<file path="config.mk">
export PLATFORM = sky130hd
export DESIGN_NAME = gbs_kcell
export DESIGN_NICKNAME = d
export VERILOG_FILES = /design/src/rtl/gbs_pkg.sv /design/src/rtl/gbs_kcell.sv
export SDC_FILE = /design/constraint.sdc
export NUM_CORES = 1
export LEC_CHECK = 0
export ABC_CLOCK_PERIOD_IN_PS = 2360
export BUFFER_PORTS_ARGS = -buffer_cell sky130_fd_sc_hd__buf_2
export CORE_AREA = 2 2 102 104
export DETAILED_ROUTE_END_ITERATION = 16
export DIE_AREA = 0 0 104 106
export GPL_TIMING_DRIVEN = 0
export PLACE_DENSITY = 0.71
export SYNTH_ARGS = -nofsm -noshare
export SYNTH_HDL_FRONTEND = slang
export SYNTH_SLANG_ARGS = --single-unit
</file>
<file path="constraint.sdc">
create_clock -name clk_i -period 2.36 [get_ports clk_i]
set_input_delay 0.236 -clock clk_i [delete_from_list [all_inputs] [get_ports clk_i]]
set_output_delay 0.236 -clock clk_i [all_outputs]
set_load 0.01 [all_outputs]
</file>
<file path="src/rtl/gbs_pkg.sv">
// ---------------------------------------------------------------------------
// gbs_pkg: shared types and constants for greedy box suppression
// Box and candidate layouts, cell control and the sequencer states.
// ---------------------------------------------------------------------------
package gbs_pkg;

  localparam int unsigned CoordW = 16;
  localparam int unsigned ScoreW = 16;
  localparam int unsigned ClassW = 8;
  localparam int unsigned DataW  = 88;

  localparam logic CfgScoreThr   = 1'b0;
  localparam logic CfgOverlapThr = 1'b1;

  localparam logic [ScoreW-1:0] ScoreThrReset   = 16'd19661;
  localparam logic [ScoreW-1:0] OverlapThrReset = 16'd29491;

  // left edge in the lowest bits
  typedef struct packed {
    logic [CoordW-1:0] bottom;
    logic [CoordW-1:0] right;
    logic [CoordW-1:0] top;
    logic [CoordW-1:0] left;
  } box_t;

  typedef struct packed {
    box_t              box;
    logic [ScoreW-1:0] score;
    logic [ClassW-1:0] cls;
  } cand_t;

  typedef struct packed {
    logic ins;  // sorted insert of a new candidate
    logic shl;  // shift toward the head
  } cell_ctl_t;

  typedef struct packed {
    logic app;  // append at the tail
    logic rot;  // rotate one place toward the head
  } kcell_ctl_t;

  typedef enum logic [2:0] {
    S_LOAD,
    S_NEXT,
    S_CMP,
    S_WAIT,
    S_KEEP,
    S_DROP,
    S_FLUSH
  } state_e;

endpackage

</file>
<file path="src/rtl/gbs_kcell.sv">
// ---------------------------------------------------------------------------
// gbs_kcell: one slot of the kept-box ring
// Takes an appended box at the tail, or rotates so each kept box reaches
// the head in turn.
// ---------------------------------------------------------------------------
module gbs_kcell (
  input  logic                clk_i,
  input  gbs_pkg::kcell_ctl_t ctl_i,
  input  logic                is_app_i,
  input  logic                is_tail_i,
  input  gbs_pkg::box_t       new_i,
  input  gbs_pkg::box_t       head_i,
  input  gbs_pkg::box_t       next_i,
  output gbs_pkg::box_t       q_o
);
  import gbs_pkg::*;

  box_t q_q, q_d;

  always_comb begin
    q_d = q_q;
    if (ctl_i.app && is_app_i) begin
      q_d = new_i;
    end else if (ctl_i.rot) begin
      q_d = is_tail_i ? head_i : next_i;
    end
  end

  always_ff @(posedge clk_i) begin
    q_q <= q_d;
  end

  assign q_o = q_q;

endmodule

</file>
**Yosys cells after proc, flatten, opt, wreduce, memory -nomap -nowiden**

Cells that the tools add are included.

- Reductions and logical operators: 2
- Multiplexer cells: 3

Operator list:

| cell | number |
|---|---|
| two-way mux 64 bit | 3 |
| nonzero test 2 bit | 1 |
| logical AND 1 bit | 1 |

- Bits in registers: 64
- Output and inout port bits: 64
- Logic and storage cells: 9
- Input bits: 197

**Logic depth before layout (Yosys ltp)**

- Depth after elaboration: 3
- Mapped depth: 4
- Gate-level depth less buffers: 2

**Worst setup path after synthesis**

No wires, ideal clock.

- Path kind: in2reg
- From: input port ctl_i[1] (netlist name)
- To: register q_q, in the netlist q_o[0], enable pin
- Buffers on the path: 1
- Data arrival time: 1309 ps
- Required time: 1966 ps
- Path slack: 657 ps
- Library setup time: 394 ps
- Stages on the path: 3
- Cells stage by stage: and2_4 buf_6 or2_2

- Cells in the longest elaborated chain, start to end: 2

Ends and longest elaborated chain:

| what | line | text |
|---|---|---|
| start: declaration | gbs_kcell.sv:8 | `input gbs_pkg::kcell_ctl_t ctl_i,` |
| logical AND 1 bit | gbs_kcell.sv:22 | `if (ctl_i.app && is_app_i) begin` |
| nonzero test 2 bit (no source line) | n/a |  |
| end signal: assignment | gbs_kcell.sv:30 | `q_q <= q_d;` |
| end: declaration | gbs_kcell.sv:18 | `box_t q_q, q_d;` |

No other way between the ends.
A chain may end at the register's enable or synchronous reset.

**Worst setup path after layout**

- From: input port ctl_i[1] (netlist name)
- To: register q_q, in the netlist q_o[38], enable pin

The elaborated chain is that of the path after synthesis.

==> results.json <==
{
  "status": "completed",
  "crit_type": "in2reg",
  "clkTransAtPathRegs_ns": 0.06,
  "period_share_pct": 60.1,
  "port_buffers": 259,
  "cts_hold_repair.buffers": 0,
  "whs_ns": 0.202,
  "drc_errors": 0,
  "path_cells": "buf_2, and2_4, buf_6, or2_4",
  "placed_area_sq_mm": 0.00490,
  "cap_violations": 0,
  "via_count": 3387,
  "clkSinkCount": 64,
  "yosys-top-cells-count": "64 x edfxtp_1, 64 x mux2i_1, 64 x nand3_1, 59 x o21ai_1, 14 x buf_2",
  "antenna_found_initial": 0,
  "worst_slew_margin_rel_pct": 41.3,
  "fin_crit_ns": 1.42,
  "cp_max_fo": 64,
  "cp-start-kind": "input pin",
  "hold_violations": 0,
  "ys_seq_elements": 64,
  "total_power_mw": 3.03,
  "fmax_mhz": 705,
  "core_sq_mm": 0.0100,
  "grt-ovfl-total": 0,
  "synthXorXnorAreaFrac_pct": 0,
  "p_leak_nw": 2.44,
  "place_congestion": 0.850,
  "finalSetupTns_ns": 0,
  "largest_reg_flops": 64,
  "async_reset_ff_share_pct": 0,
  "synth_compound_area_share_pct": 9.44,
  "cp.arrival_ns": 1.38,
  "vdd_drop_max_mv": 0.221,
  "fp.dieW_microns": 104,
  "synth_adder_area_share_pct": 0,
  "grt_pass1_vias": 3434,
  "nets": 753,
  "final_area_sq_mm": 0.00508,
  "wirelength_microns": 10600,
  "initial_core_util_pct": 34.3,
  "holdPathStages": 3,
  "root_buffer": "clkbuf_8",
  "hpwlAfterDp_microns": 8140,
  "cts_resized": 0,
  "grt_pass1_wl_microns": 16400,
  "synth-simple-area-share_pct": 9.77,
  "rsz0062_at_grt": "false",
  "synth-edff-count": 64,
  "grt_max_degree": 65,
  "yosysTopAreaCellShare_pct": 56.0,
  "synth_top_area_cell": "edfxtp_1",
  "ios": 261,
  "dr.pass1.iters": 5,
  "postCtsSetupBuffers": 0,
  "antenna_left": 0,
  "p_per_area_mw_per_mm2": 596,
  "cts_tree": "built",
  "min_path_type": "in2reg",
  "synth_flop_cell": "edfxtp_1",
  "synth.distinct_cells": 13,
  "initialDrtViolationCount": 195,
  "routedWlPerCell_microns": 15.2,
  "h-tree-depth": 3,
  "antenna_cells": 0,
  "grtUsageTotal_pct": 19.0,
  "via_per_inst": 4.87,
  "synth.area.top_cells": "edfxtp_1 56%, mux2i_1 19%, nand3_1 9.3%",
  "timing.final.max_slew_violations": 0,
  "synth_top_family_by_area": "multiplexers",
  "yosysWarnings": 0,
  "syn2layout_area_growth_pct": 48.0,
  "die-area_sq_mm": 0.0110,
  "required_ns": 2.32,
  "syn_nets": 483,
  "final_layout_size_suffix_gt1_share_pct": 53.8,
  "cpPeakStageDelay_ns": 0.71,
  "syn-instance-count": 286,
  "yosysSeqAreaShare_pct": 56.0,
  "crit_slowest_cell": "or2_4",
  "cts_buffers": 9,
  "fp.dieH_microns": 106,
  "cp-end-kind": "register",
  "synthMuxAreaShare_pct": 18.7,
  "synth_area_sq_mm": 0.00343,
  "clockBufferDepth": 2,
  "final-setup-viol-count": 0,
  "syn_area_per_cell_sq_um": 12.0,
  "rows": 37,
  "worstMarginPinSlew_ns": 0.881
}
per-layer routing:
layer	up-vias	GRT usage [%]	wire length (microns)
li1	1633	-	-
met1	1558	21.4	4160
met2	180	34.2	5430
met3	16	5.03	790
met4	0	7.43	174
met5	-	0	0
final timing paths:
check | startpoint | end | slack (ns)
setup / recovery | ctl_i[1] | q_o[38] | 0.94
hold / removal | new_i[0] | q_o[0] | 0.20
stage by stage:
| stage | instances | setup WS, ns | utilization [%] |
|---|---|---|---|
| floorplan | 286 | 0.657 | - |
| global placement | 681 | 0.179 | 49.0 |
| detailed placement | 681 | 0.137 | 49.0 |
| CTS | 696 | 0.502 | 50.8 |
| global route | 696 | 0.867 | 50.8 |
| finish | 696 | 0.941 | 50.8 |
worst max-delay path, delay by kind of cell:
family,cells,cell delay [ns]
AND/OR/NAND/NOR,2,0.85
buffers and inverters,2,0.24
cell families after synthesis:
kind of cell / Yosys count
AND/OR/NAND/NOR: 66
buffers and inverters: 28
flip-flops: 64
multiplexers: 64
AO/OA/AOI/OAI: 64
where the power goes:
part	total, mW	internal, mW	switching (mW)
clock network	0.878	0.477	0.401
logic	0.687	0.326	0.360
registers	1.46	1.43	0.0366
layout by cell type, fill, tap and decap left out, types with 2 or more instances in the layout:
cell type  count
clkbuf_1       3
buf_2        273
buf_8          6
clkbuf_8       9
mux2i_1       64
o21ai_0        4
buf_6          2
edfxtp_1      64
nand3_1       64
o21ai_1       59
clkbuf_2       5
layout make-up:
cell class / instances / area, sq um
multi-input combinational: 194 / 1300
buffer: 28 / 211
tap: 136 / 170
timing repair buffer: 259 / 1300
clock buffer: 11 / 131
sequential: 64 / 1920
clock inverter: 4 / 46.3
fill: 972 / 4920
Power figures use the tool's default switching activity.
