[config.mk]
export PLATFORM = sky130hd
export DESIGN_NAME = gbs_cell
export DESIGN_NICKNAME = d
export VERILOG_FILES = /design/src/rtl/gbs_pkg.sv /design/src/rtl/gbs_cell.sv
export SDC_FILE = /design/constraint.sdc
export NUM_CORES = 1
export LEC_CHECK = 0
export BUFFER_PORTS_ARGS = -buffer_cell sky130_fd_sc_hd__buf_2
export CORE_MARGIN = 1.5
export CORE_UTILIZATION = 27
export CTS_CLUSTER_DIAMETER = 200
export DETAILED_ROUTE_END_ITERATION = 12
export GPL_TIMING_DRIVEN = 0
export SKIP_CTS_REPAIR_TIMING = 1
export SLEW_MARGIN = 20
export SYNTH_ARGS = -nofsm -noshare
export SYNTH_HDL_FRONTEND = slang
export SYNTH_SLANG_ARGS = --single-unit
[constraint.sdc]
create_clock -name clk_i -period 4 [get_ports clk_i]
set_input_delay 0.2 -clock clk_i [delete_from_list [all_inputs] [get_ports clk_i]]
set_output_delay 0.2 -clock clk_i [all_outputs]
set_load 0.03 [all_outputs]
[src/rtl/gbs_pkg.sv]
// ---------------------------------------------------------------------------
// gbs_pkg: shared types and constants for greedy box suppression
// Box and candidate layouts, cell control and the sequencer states.
// ---------------------------------------------------------------------------
package gbs_pkg;

  localparam int unsigned CoordW = 16;
  localparam int unsigned ScoreW = 16;
  localparam int unsigned ClassW = 8;
  localparam int unsigned DataW  = 88;

  localparam logic CfgScoreThr   = 1'b0;
  localparam logic CfgOverlapThr = 1'b1;

  localparam logic [ScoreW-1:0] ScoreThrReset   = 16'd19661;
  localparam logic [ScoreW-1:0] OverlapThrReset = 16'd29491;

  // left edge in the lowest bits
  typedef struct packed {
    logic [CoordW-1:0] bottom;
    logic [CoordW-1:0] right;
    logic [CoordW-1:0] top;
    logic [CoordW-1:0] left;
  } box_t;

  typedef struct packed {
    box_t              box;
    logic [ScoreW-1:0] score;
    logic [ClassW-1:0] cls;
  } cand_t;

  typedef struct packed {
    logic ins;  // sorted insert of a new candidate
    logic shl;  // shift toward the head
  } cell_ctl_t;

  typedef struct packed {
    logic app;  // append at the tail
    logic rot;  // rotate one place toward the head
  } kcell_ctl_t;

  typedef enum logic [2:0] {
    S_LOAD,
    S_NEXT,
    S_CMP,
    S_WAIT,
    S_KEEP,
    S_DROP,
    S_FLUSH
  } state_e;

endpackage

[src/rtl/gbs_cell.sv]
// ---------------------------------------------------------------------------
// gbs_cell: one slot of the sorted candidate chain
// Makes room for a new candidate by handing its entry down, or passes
// entries toward the head during the suppression pass.
// ---------------------------------------------------------------------------
module gbs_cell (
  input  logic              clk_i,
  input  gbs_pkg::cell_ctl_t ctl_i,
  input  logic              occ_i,
  input  gbs_pkg::cand_t    new_i,
  input  gbs_pkg::cand_t    prev_i,
  input  logic              prev_hold_i,
  input  gbs_pkg::cand_t    next_i,
  output gbs_pkg::cand_t    q_o,
  output logic              hold_o
);
  import gbs_pkg::*;

  cand_t q_q, q_d;

  // keep the entry when it ranks at or above the new one
  assign hold_o = occ_i && (q_q.score >= new_i.score);

  always_comb begin
    q_d = q_q;
    if (ctl_i.ins && !hold_o) begin
      q_d = prev_hold_i ? new_i : prev_i;
    end else if (ctl_i.shl) begin
      q_d = next_i;
    end
  end

  always_ff @(posedge clk_i) begin
    q_q <= q_d;
  end

  assign q_o = q_q;

endmodule

### After elaboration in Yosys (flattened, before gate mapping)

Cells that the tools add are included.

* register bits: 88
* input bits: 269
* output and inout port bits: 89
* logic and storage cells: 14

* magnitude comparators: 1
* mux-type cells: 3
* reduce and logical (&&, ||, !) cells: 4

Operator list (count)
* 2-to-1 mux 88 bit: 3
* greater-or-equal comparator 16 bit: 1
* logical AND 1 bit: 2
* nonzero test 2 bit: 1
* logical NOT 1 bit: 1

### Logic depth before layout (Yosys ltp)

* word-level depth: 5
* depth in mapped cells: 9
* mapped depth without buffers: 7

### Worst setup path before layout

OpenSTA, ideal clock, no wires.

* kind: flip-flop to flip-flop
* from: register q_q (netlist bit q_o[9])
* to: register q_q (netlist bit q_o[0]) (enable)
* setup time: 0.409 ns
* data arrival time: 3.530 ns
* required time: 3.591 ns
* slack: 0.062 ns
* stages on the path, launching flop included: 9
* path buffers: 2
* clock period less this slack: 3.938 ns
* cell sequence: edfxtp_1 > ha_1 > nor2b_1 > o211a_1 > o311a_1 > o41ai_4 > buf_2 > buf_6 > or2_2

* word-level cells in the longest chain between the ends: 5

RTL lines
* start, declared: line gbs_cell.sv:19 `cand_t q_q, q_d;`
* start signal, assigned: line gbs_cell.sv:34 `q_q <= q_d;`
* greater-or-equal comparator 16 bit: line gbs_cell.sv:22 `assign hold_o = occ_i && (q_q.score >= new_i.score);`
* logical AND 1 bit: line gbs_cell.sv:22
* logical NOT 1 bit: line gbs_cell.sv:26 `if (ctl_i.ins && !hold_o) begin`
* logical AND 1 bit: line gbs_cell.sv:26
* nonzero test 2 bit (no line)

No other way between the ends.
A chain may end at the register's enable or synchronous reset.

### Worst setup path in the final report

* from: register q_q (netlist bit q_o[22])
* to: register q_q (netlist bit q_o[39]) (enable)

The elaborated chain is that of the path after synthesis.

==> results.tsv <==
stage	metric	value	unit
outcome	status	complete, no violations	
cts	cts_inserted_buffers	9	
synthesis	synth_simple_gate_area_share	1.596	%
critical_path	path_max_fanout	45	
sta	slew_viol_final	0	
synthesis	synth_compound_area_share	2.224	%
synthesis	synth_xor_area_share	0	%
synthesis	synth_nets	628	
placement	placed_area	7279	um2
placement	pre_cts_ws	-0.1417	ns
grt	antenna_found_initial	0	
route	via_per_inst	4.445	
sta	fin_ws	0.4009	ns
layout	synthToLayoutAreaGrowth	46.03	%
layout	final_cell_area	7557	um2
die	start_util	27.57	%
run	maxCapViolCount	0	
die	die_h	141.4	um
cts	tritoncts	yes	
critical_path	required	4.02	ns
synthesis	synth-seq-area-share	51.06	%
grt	grt_max_degree	46	
route	firstDrtPassIters	4	
synthesis	synth.area.mux_share	38.30	%
placement	hpwl	12680	um
sta	max_freq	277.8	MHz
synthesis	syn_avg_cell_area	15.09	um2
layout	final_nets	998	
grt	grt_usage	15.20	%
synthesis	synth_area	5175	um2
sta	fin_worst_skew	0.01034	ns
critical_path	cp-end-kind	flop	
layout	layout-drive-gt1-share	76.85	%
route	vias	4227	
cts	cts_max_level	3	
critical_path	r2r_slack	0.40	ns
layout	largest_register_ffs	88	
synthesis	synth_cell_types	25	
pwr	ir_drop	0.0002050	V
cts	cts.clk_slew.worst_paths	0.07	ns
cts	clk_latency	0.34	ns
sta	rsz0062_at_grt	false	
critical_path	critical_path_class	flop to flop	
grt	grt_pass1_vias	4146	
layout	n_antenna_cell	0	
sta	fin_crit_sh	89.98	%
route	drtAntennaViolNets	0	
grt	grt_pass1_wl	22800	um
route	drtIter0Drc	98	
grt	grtUsageMet1	17.58	%
layout	fin_util	40.27	%
layout	n_fill_cell	1847	
sta	tightest_slew	0.9938	ns
sta	fin_crit	3.599	ns
synthesis	synth_top_family_by_area	multiplexers	
sta	setup_viol	0	
sta	hold_viol	0	
sta	maxSlewHeadroom	33.75	%
grt	use_met3	4.421	%
cts	cts_buffer_depth	2	
pwr	power_density	406.8	nW/um2
die	row_count	50	
die	pin_count	358	
route	routedWlPerCell	16.70	um
placement	gp_congestion	0.7559	
grt	overflow	0	
cts	cts.sink_count	88	
synthesis	yosysWarnings	0	
critical_path	arrival	3.62	ns
route	drcViolationCount	0	
grt	grtUsageMet2	27.40	%
placement	portBuffers	356	
synthesis	ys_ff_latch	88	
cts	cts_root_buf	clkbuf_16	
sta	fin_setup_tns	0	ns
die	die_x	141.4	um
grt	grt.busiest_layer	met2	
synthesis	synthCells	343	
die	dieArea	20010	um2
pwr	leakagePower	3.479	nW
synthesis	yosys.area_share.adder	3.868	%
die	core_area	18770	um2
route	wl	15880	um
pwr	total_power	3.075	mW
critical_path	worstSetupStartpointType	flop	
hold_path	hold_class	input pin to flop	
==> Yosys cell counts <==
cell type | instances | area, um2
nand2b_1 | 2 | 12.51
or2_2 | 1 | 6.260
a21oi_1 | 4 | 20.02
buf_2 | 8 | 40.04
ha_1 | 16 | 200.2
nand2_1 | 2 | 7.510
nand4_1 | 1 | 6.260
and4_1 | 3 | 26.28
mux2_2 | 167 | 1881
a31oi_1 | 1 | 6.260
o21ai_0 | 3 | 15.01
nand3_1 | 1 | 5.000
inv_1 | 17 | 63.81
buf_6 | 1 | 11.26
o211a_1 | 1 | 10.01
and2_1 | 1 | 6.260
o41a_1 | 1 | 11.26
o41ai_4 | 1 | 27.53
a21o_1 | 1 | 7.510
nor2b_1 | 2 | 12.51
edfxtp_1 | 88 | 2643
clkbuf_1 | 10 | 37.54
o311a_1 | 1 | 10.01
mux2_1 | 9 | 101.4
o21a_1 | 1 | 7.510
==> metrics by stage <==
stage          cells  hold slack (ns)
6_report         951           0.1336
3_5_place_dp     934           0.4858
3_3_place_gp     933           0.4848
2_1_floorplan    343           0.4009
5_1_grt          951           0.1266
4_1_cts          949           0.1143
==> cell families after synthesis <==
family / after synthesis
AOI/OAI and AO/OA: 14
adders and majority gates: 16
buffers and inverters: 36
DFF: 88
muxes: 176
and+or+nand+nor: 13
==> cell type report <==
type                            count  area [um2]  area share (%)
Clock inverter                      6       37.54          0.4967
Sequential cell                    88        2643           34.97
Timing Repair Buffer              359        1824           24.14
Tap cell                          234       292.8           3.874
Clock buffer                        9       225.2           2.980
Buffer                             19       88.84           1.175
Multi-Input combinational cell    219        2382           31.52
Inverter                           17       63.81          0.8444
==> metal layers <==
| layer | vias to the layer above | part of all wire (%) |
|---|---|---|
| met2 | 205 | 51 |
| met5 | - | 0 |
| met3 | 9 | 7.7 |
| li1 | 2055 | - |
| met1 | 1958 | 40 |
| met4 | 0 | 1.1 |
==> critical path, cell delays in order (launching register included) <==
cell and delay, ns:
edfxtp_1 0.40, ha_1 0.31, and4_1 0.24, a21oi_1 0.14, o21ai_0 0.19, o41ai_4 0.51, buf_2 0.34, buf_6 0.20
or2_4 0.57, buf_16 0.30
==> path summary, 6_finish.rpt <==
| check | startpoint | endpoint | depth (start not counted) |
|---|---|---|---|
| hold reg to reg | q_o[15]$_DFFE_PP_ | q_o[1]$_DFFE_PP_ | 5 |
| setup reg to reg | q_o[22]$_DFFE_PP_ | q_o[39]$_DFFE_PP_ | 9 |
| setup / recovery | q_o[22]$_DFFE_PP_ | q_o[39]$_DFFE_PP_ | 9 |
| hold / removal | next_i[82] | q_o[82]$_DFFE_PP_ | 2 |
==> cell usage in the layout (no fill, tap or decap), drive strengths merged <==
cell type,n
ha,16
o211a,1
inv,17
edfxtp,88
nand2,2
o21ai,3
and2,1
clkbuf,19
nor2b,2
buf,368
a21oi,4
o21a,1
mux2,176
o41ai,1
a31oi,1
a21o,1
o311a,1
nand3,1
o41a,1
clkinv,4
and4,3
clkinvlp,2
nand4,1
nand2b,2
or2,1
==> report_power, final <==
part	total [mW]	switching, mW	internal, mW
logic	1.05	0.614	0.433
registers	1.25	0.0424	1.21
clock network	0.777	0.363	0.415
total	3.07	1.02	2.06
Power figures use the tool's default switching activity.
