$ cat src/rtl/gbs_pkg.sv
// ---------------------------------------------------------------------------
// gbs_pkg: shared types and constants for greedy box suppression
// Box and candidate layouts, cell control and the sequencer states.
// ---------------------------------------------------------------------------
package gbs_pkg;

  localparam int unsigned CoordW = 16;
  localparam int unsigned ScoreW = 16;
  localparam int unsigned ClassW = 8;
  localparam int unsigned DataW  = 88;

  localparam logic CfgScoreThr   = 1'b0;
  localparam logic CfgOverlapThr = 1'b1;

  localparam logic [ScoreW-1:0] ScoreThrReset   = 16'd19661;
  localparam logic [ScoreW-1:0] OverlapThrReset = 16'd29491;

  // left edge in the lowest bits
  typedef struct packed {
    logic [CoordW-1:0] bottom;
    logic [CoordW-1:0] right;
    logic [CoordW-1:0] top;
    logic [CoordW-1:0] left;
  } box_t;

  typedef struct packed {
    box_t              box;
    logic [ScoreW-1:0] score;
    logic [ClassW-1:0] cls;
  } cand_t;

  typedef struct packed {
    logic ins;  // sorted insert of a new candidate
    logic shl;  // shift toward the head
  } cell_ctl_t;

  typedef struct packed {
    logic app;  // append at the tail
    logic rot;  // rotate one place toward the head
  } kcell_ctl_t;

  typedef enum logic [2:0] {
    S_LOAD,
    S_NEXT,
    S_CMP,
    S_WAIT,
    S_KEEP,
    S_DROP,
    S_FLUSH
  } state_e;

endpackage

$ cat src/rtl/gbs_iou.sv
// ---------------------------------------------------------------------------
// gbs_iou: pipelined overlap test
// Five stages: spans, products, union, scaled terms, compare.
// ---------------------------------------------------------------------------
module gbs_iou (
  input  logic          clk_i,
  input  logic          rst_ni,
  input  logic          go_i,
  input  gbs_pkg::box_t a_i,
  input  gbs_pkg::box_t b_i,
  input  logic [15:0]   thr_i,
  output logic          done_o,
  output logic          over_o
);
  import gbs_pkg::*;

  logic [4:0]  vld_q;
  logic [15:0] iw_q, ih_q, wa_q, ha_q, wb_q, hb_q;
  logic [31:0] inter_q, aa_q, ab_q, inter3_q;
  logic [32:0] uni_q;
  logic [47:0] lhs_q;
  logic [48:0] rhs_q;
  logic        uz_q, over_q;
  logic [15:0] ixl, ixr, iyt, iyb;

  function automatic logic [15:0] span(input logic [15:0] lo, input logic [15:0] hi);
    return (hi > lo) ? hi - lo : 16'd0;
  endfunction

  assign ixl = (a_i.left   > b_i.left)   ? a_i.left   : b_i.left;
  assign ixr = (a_i.right  < b_i.right)  ? a_i.right  : b_i.right;
  assign iyt = (a_i.top    > b_i.top)    ? a_i.top    : b_i.top;
  assign iyb = (a_i.bottom < b_i.bottom) ? a_i.bottom : b_i.bottom;

  // track beats through the stages
  always_ff @(posedge clk_i or negedge rst_ni) begin
    if (!rst_ni) begin
      vld_q <= '0;
    end else begin
      vld_q <= {vld_q[3:0], go_i};
    end
  end

  always_ff @(posedge clk_i) begin
    // spans
    iw_q <= span(ixl, ixr);
    ih_q <= span(iyt, iyb);
    wa_q <= span(a_i.left, a_i.right);
    ha_q <= span(a_i.top, a_i.bottom);
    wb_q <= span(b_i.left, b_i.right);
    hb_q <= span(b_i.top, b_i.bottom);
    // products
    inter_q <= iw_q * ih_q;
    aa_q    <= wa_q * ha_q;
    ab_q    <= wb_q * hb_q;
    // union, never below zero since the overlap fits in each box
    uni_q    <= {1'b0, aa_q} + {1'b0, ab_q} - {1'b0, inter_q};
    inter3_q <= inter_q;
    // scaled terms
    lhs_q <= {inter3_q, 16'd0};
    rhs_q <= thr_i * uni_q;
    uz_q  <= (uni_q == '0);
    // compare
    over_q <= !uz_q && ({1'b0, lhs_q} > rhs_q);
  end

  assign done_o = vld_q[4];
  assign over_o = over_q;

endmodule

$ cat config.mk
export PLATFORM = sky130hd
export DESIGN_NAME = gbs_iou
export DESIGN_NICKNAME = d
export VERILOG_FILES = /design/src/rtl/gbs_pkg.sv /design/src/rtl/gbs_iou.sv
export SDC_FILE = /design/constraint.sdc
export NUM_CORES = 2
export LEC_CHECK = 0
export BUFFER_PORTS_ARGS = -buffer_cell sky130_fd_sc_hd__buf_2
export CAP_MARGIN = 30
export CORE_UTILIZATION = 60
export DETAILED_ROUTE_END_ITERATION = 8
export PLACE_DENSITY = 0.89
export SYNTH_ARGS = -nofsm -noshare
export SYNTH_HDL_FRONTEND = slang
export SYNTH_SLANG_ARGS = --single-unit
export TNS_END_PERCENT = 100
$ cat constraint.sdc
create_clock -name clk_i -period 17.3 [get_ports clk_i]
set_clock_uncertainty 0.05 [all_clocks]
set_input_delay 0.865 -clock clk_i [delete_from_list [all_inputs] [get_ports clk_i]]
set_output_delay 0.865 -clock clk_i [all_outputs]
set_load 0.03 [all_outputs]
; ---- Yosys cells after proc, flatten, opt, wreduce, memory -nomap -nowiden
; Cells that the tools add are included.
[op_classes]
mul = 4
n_reduce_logical = 3
add_sub_neg = 8
mux = 4
n_lt_le_gt_ge = 11
[ops]
columns = op, n
row1 = 16-bit greater-than comparator, 8
row2 = 16-bit by 16-bit multiplier with 32-bit output, 3
row3 = 16-bit subtractor, 6
row4 = 16-bit two-way mux, 4
row5 = 48-bit by 49-bit greater-than comparator with 1-bit output, 1
row6 = 16-bit by 33-bit multiplier with 49-bit output, 1
row7 = 32-bit by 32-bit adder with 33-bit output, 1
row8 = 33-bit zero test, 1
row9 = 33-bit by 32-bit subtractor with 33-bit output, 1
row10 = 16-bit < comparator, 2
row11 = 1-bit logical AND, 1
row12 = 1-bit zero test, 1
[totals]
output_inout_bits = 2
word_cells = 46
regBits = 345

; ---- Logic depth before layout (Yosys ltp)
[logic_depth]
ltp_word = 3
mapped_depth = 25
depth_no_buf = 23

; ---- Worst setup path after synthesis
; Ideal clock, no wire load.
[synth_path]
kind = input to register
from = input thr_i[1]
to = register rhs_q[42]
arrival_time_ns = 6.550
path_slack_ns = 10.580
path_stages = 22
required_time_ns = 17.130
cell_sequence = clkbuf_1 -> nand2_1 -> fa_1 -> fa_1 -> fa_1 -> inv_1 -> fa_1 -> fa_1 -> inv_1 -> fa_1 -> inv_1 -> ha_1 -> buf_2 -> nand2_1 -> o21a_1 -> and3_4 -> a21oi_4 -> a31oi_2 -> o41a_1 -> o41a_1 -> o31a_1 -> xnor2_1
[synth_via]
elab_chain_cells = 1
[synth_lines]
columns = element, line_no
row1 = start: declaration, gbs_iou.sv:11  ; input logic [15:0] thr_i,
row2 = 16-bit by 33-bit multiplier with 49-bit output, gbs_iou.sv:61  ; rhs_q <= thr_i * uni_q;
row3 = end signal: assignment, gbs_iou.sv:61
row4 = end: declaration, gbs_iou.sv:22  ; logic [48:0] rhs_q;
; No other way between the ends.
; A chain may end at the register's enable or synchronous reset.

; ---- Worst setup path after layout
[layout_path]
from = register uni_q[12]
to = register rhs_q[48]
[layout_via]
elab_chain_cells = 1
[layout_lines]
columns = element, line_no
row1 = start: declaration, gbs_iou.sv:20  ; logic [32:0] uni_q;
row2 = start signal: assignment, gbs_iou.sv:57  ; uni_q <= {1'b0, aa_q} + {1'b0, ab_q} - {1'b0, inter_q};
row3 = 16-bit by 33-bit multiplier with 49-bit output, gbs_iou.sv:61
; No other way between the ends.

==> flow_summary.yaml <==
global_routing:
  grt.overflow.total: 0
  antenna_found_initial: 8
  grt_max_degree: 34
  grt_pass1_vias: 50340
  grt_first_pass_wirelength_mm: 256.3
  grt.total_usage_pct: 32.67
layout:
  syn_to_final_growth_pct: 5.024
  fill_cells: 7343
  multi_input_comb_area_um2: 45780
  drive_gt1_share_pct: 3.970
  ff_latch_area_um2: 6932
  fin_nets: 8527
critical_path:
  worstPathMaxFanout: 17
  endpoint_kind: "register"
  cp_slowest_cell: "dfxtp_1"
  path_class: "reg -> reg"
  cp_cell_sequence: "nand2_1, fa_1, fa_1, fa_1, inv_1, fa_1, fa_1, inv_1, fa_1, inv_1, ha_1, nand2_1, o31ai_1, a41oi_1, a211oi_1, o21ai_1, o31ai_1, a41oi_1, o211ai_1, xnor2_1"
  required_ns: 17.72
  cp_common_cell: "fa_1"
  worstRegToRegCells: 20
  critPathMaxStageDelay_ns: 0.94
  start_kind: "register"
  worstPathArrival_ns: 7.92
clock_tree:
  h-tree-depth: 2
  path_clk_slew_ns: 0.07
  clock_sinks: 345
  ctsHoldBuffers: 0
  cts_resized: 0
  cts_setup_buffers: 0
  clock_latency_ns: 0.59
  clk_path_buf_depth: 3
  numCtsBuffers: 37
  cts_tree: "built"
  cts-root-buf: "clkbuf_16"
timing:
  finalSetupViolCount: 0
  whs_ns: 0.02261
  setup_tns_ns: 0
  grt_setup_unrepaired: "no"
  min_period_over_period_pct: 43.37
  finalCriticalPeriod_ns: 7.502
  drv_slew: 0
  slew_headroom_pct: 32.71
  max_freq_mhz: 133.3
  hold_violations: 0
  worst_slew_pin_slew_ns: 0.9838
drt:
  drt-initial-drc-count: 3690
  drt_pass1_iterations: 6
  wl_per_cell_um: 19.67
  wl_met3_mm: 14.96
  wl_met1_mm: 56.94
  maxUsedRoutingLayer: "met5"
  routed-wl-met2_mm: 73.89
  vias_per_cell: 5.798
  drt-total-wl_mm: 156.9
  num_vias: 46260
  antenna_left: 0
  drc: 0
yosys:
  synth_seq_area_share_pct: 11.73
  avgSynthCellArea_um2: 8.839
  async_reset_ff_share_pct: 1.449
  ys_top_cells_by_area: "fa_1, ha_1, dfxtp_1"
  synth-main-ff-cell: "dfxtp_1"
  yosysWarnings: 0
  netlist_area_um2: 59100
  synth_edf_count: 0
  synth_largest_area_cell: "fa_1"
  synth_seq_cells: 345
  synth_cell_types: 84
  synth_top_area_share_pct: 35.64
  syn_inst: 6686
  synth_nets: 8541
placement:
  port_buffers: 148
  gp_congestion: 0.9997
  hpwl_mm: 125.5
die:
  dieWidth_um: 315.8
  fp-row-count: 114
  start_util_pct: 60.84
  core_um2: 97140
  die_y_um: 315.8
  die_area_um2: 99760
  pin_count: 149
worst_hold_path:
  hold_class: "in -> async"
run:
  maxCapViolations: 0
outcome:
  outcome: "finished clean"
## cell usage after synthesis, types with 30 or more instances
master and n:
a21o_1 130, a21oi_1 212, and2_1 484, clkbuf_1 209, dfxtp_1 340, fa_1 1052, ha_1 656, inv_1 1481
mux2_1 30, mux2i_1 41, nand2_1 938, nand3_1 43, nand4_1 48, nor2_1 184, nor2b_1 39, nor3_1 71
o21a_1 42, o21ai_0 82, o21ai_1 38, xnor2_1 131, xor2_1 76
## layer usage
| layer | global-route usage, % | vias up |
|---|---|---|
| met1 | 39.03 | 22590 |
| met2 | 54.48 | 2537 |
| met4 | 20.16 | 4 |
| met5 | 0 | - |
| met3 | 6.375 | 659 |
| li1 | - | 20470 |
## layout by cell type (no fill, tap or decap), types with 19 or more instances in the layout
cell type and instances:
a31oi_1 20, and3_1 26, dfxtp_1 340, clkbuf_16 37, xnor2_1 131, nand3_1 43
o21ai_0 82, a21oi_1 212, nand2b_1 28, buf_2 149, nand2_1 938, inv_1 1481
nand4_1 48, nor2b_1 39, mux2i_1 41, nor4_1 19, nor3_1 71, nor2_1 184
o21bai_1 20, xor2_1 76, a21o_1 130, ha_1 656, o21ai_1 38, and2_1 484
mux2_1 30, a211oi_1 29, fa_1 1052, o21a_1 42
## stage by stage
step                cells  util, %  worst slack (ns)  cell area (um^2)
finish               7979    63.90             9.798             62070
global route         7976    63.89             9.620             62060
CTS                  7976    63.89             10.02             62060
detailed placement   7909    62.55             9.468             60760
global placement     7905    62.52             9.589             60720
floorplan            6686        -             10.58             59100
## layout make-up
type / instances / area share [%]
clock buffer: 45 / 1.605
sequential: 345 / 11.17
clock inverter: 22 / 0.4919
antenna: 3 / 0.01210
multi-input combinational: 4639 / 73.75
inverter: 1481 / 8.956
timing repair buffer: 168 / 1.443
tap: 1276 / 2.572
## flip-flops by register name, summed over array words and instances, names as in the netlist
register / count
rhs_q: 49
uni_q: 33
aa_q: 32
ab_q: 32
inter3_q: 32
inter_q: 32
lhs_q: 32
ha_q: 16
hb_q: 16
ih_q: 16
iw_q: 16
wa_q: 16
wb_q: 16
vld_q: 5
over_o: 1
uz_q: 1
## final timing paths
check	startpoint	end	slack, ns
worst min-delay path	rst_ni	vld_q[1]	0.02
max in group asynchronous	rst_ni	vld_q[4]	17.04
min in group clk_i	inter3_q[12]	lhs_q[28]	0.26
worst max register to register	uni_q[12]	rhs_q[48]	9.80
worst max-delay path	uni_q[12]	rhs_q[48]	9.80
worst min register to register	inter3_q[12]	lhs_q[28]	0.26
## cell families (layout without fill, tap and decap cells)
family                     after synthesis  count (layout)  synth area share (%)
AOI/OAI and AO/OA                      713             713                 7.922
other                                    0               3                     0
and+or+nand+nor                       1940            1940                 15.65
DFF                                    345             345                 11.73
muxes                                   71              71                 1.266
adders and majority gates             1708            1708                 49.52
xor gates and xnor gates               207             207                 3.068
buffers and inverters                 1702            1716                 10.84
## critical path, delay by kind of cell, from the launching register on
| family | cells | cell delay [ns] |
|---|---|---|
| AO/OA/AOI/OAI | 7 | 2.32 |
| XOR/XNOR | 1 | 0.09 |
| adder cells (fa/ha/maj) | 7 | 3.51 |
| buffers and inverters | 3 | 0.17 |
| flip-flops | 1 | 0.94 |
| AND/OR/NAND/NOR | 2 | 0.31 |
Power is left out: the tool's default activity adds up to more than one toggle a clock period on the data nets, which glitch-free logic cannot reach.
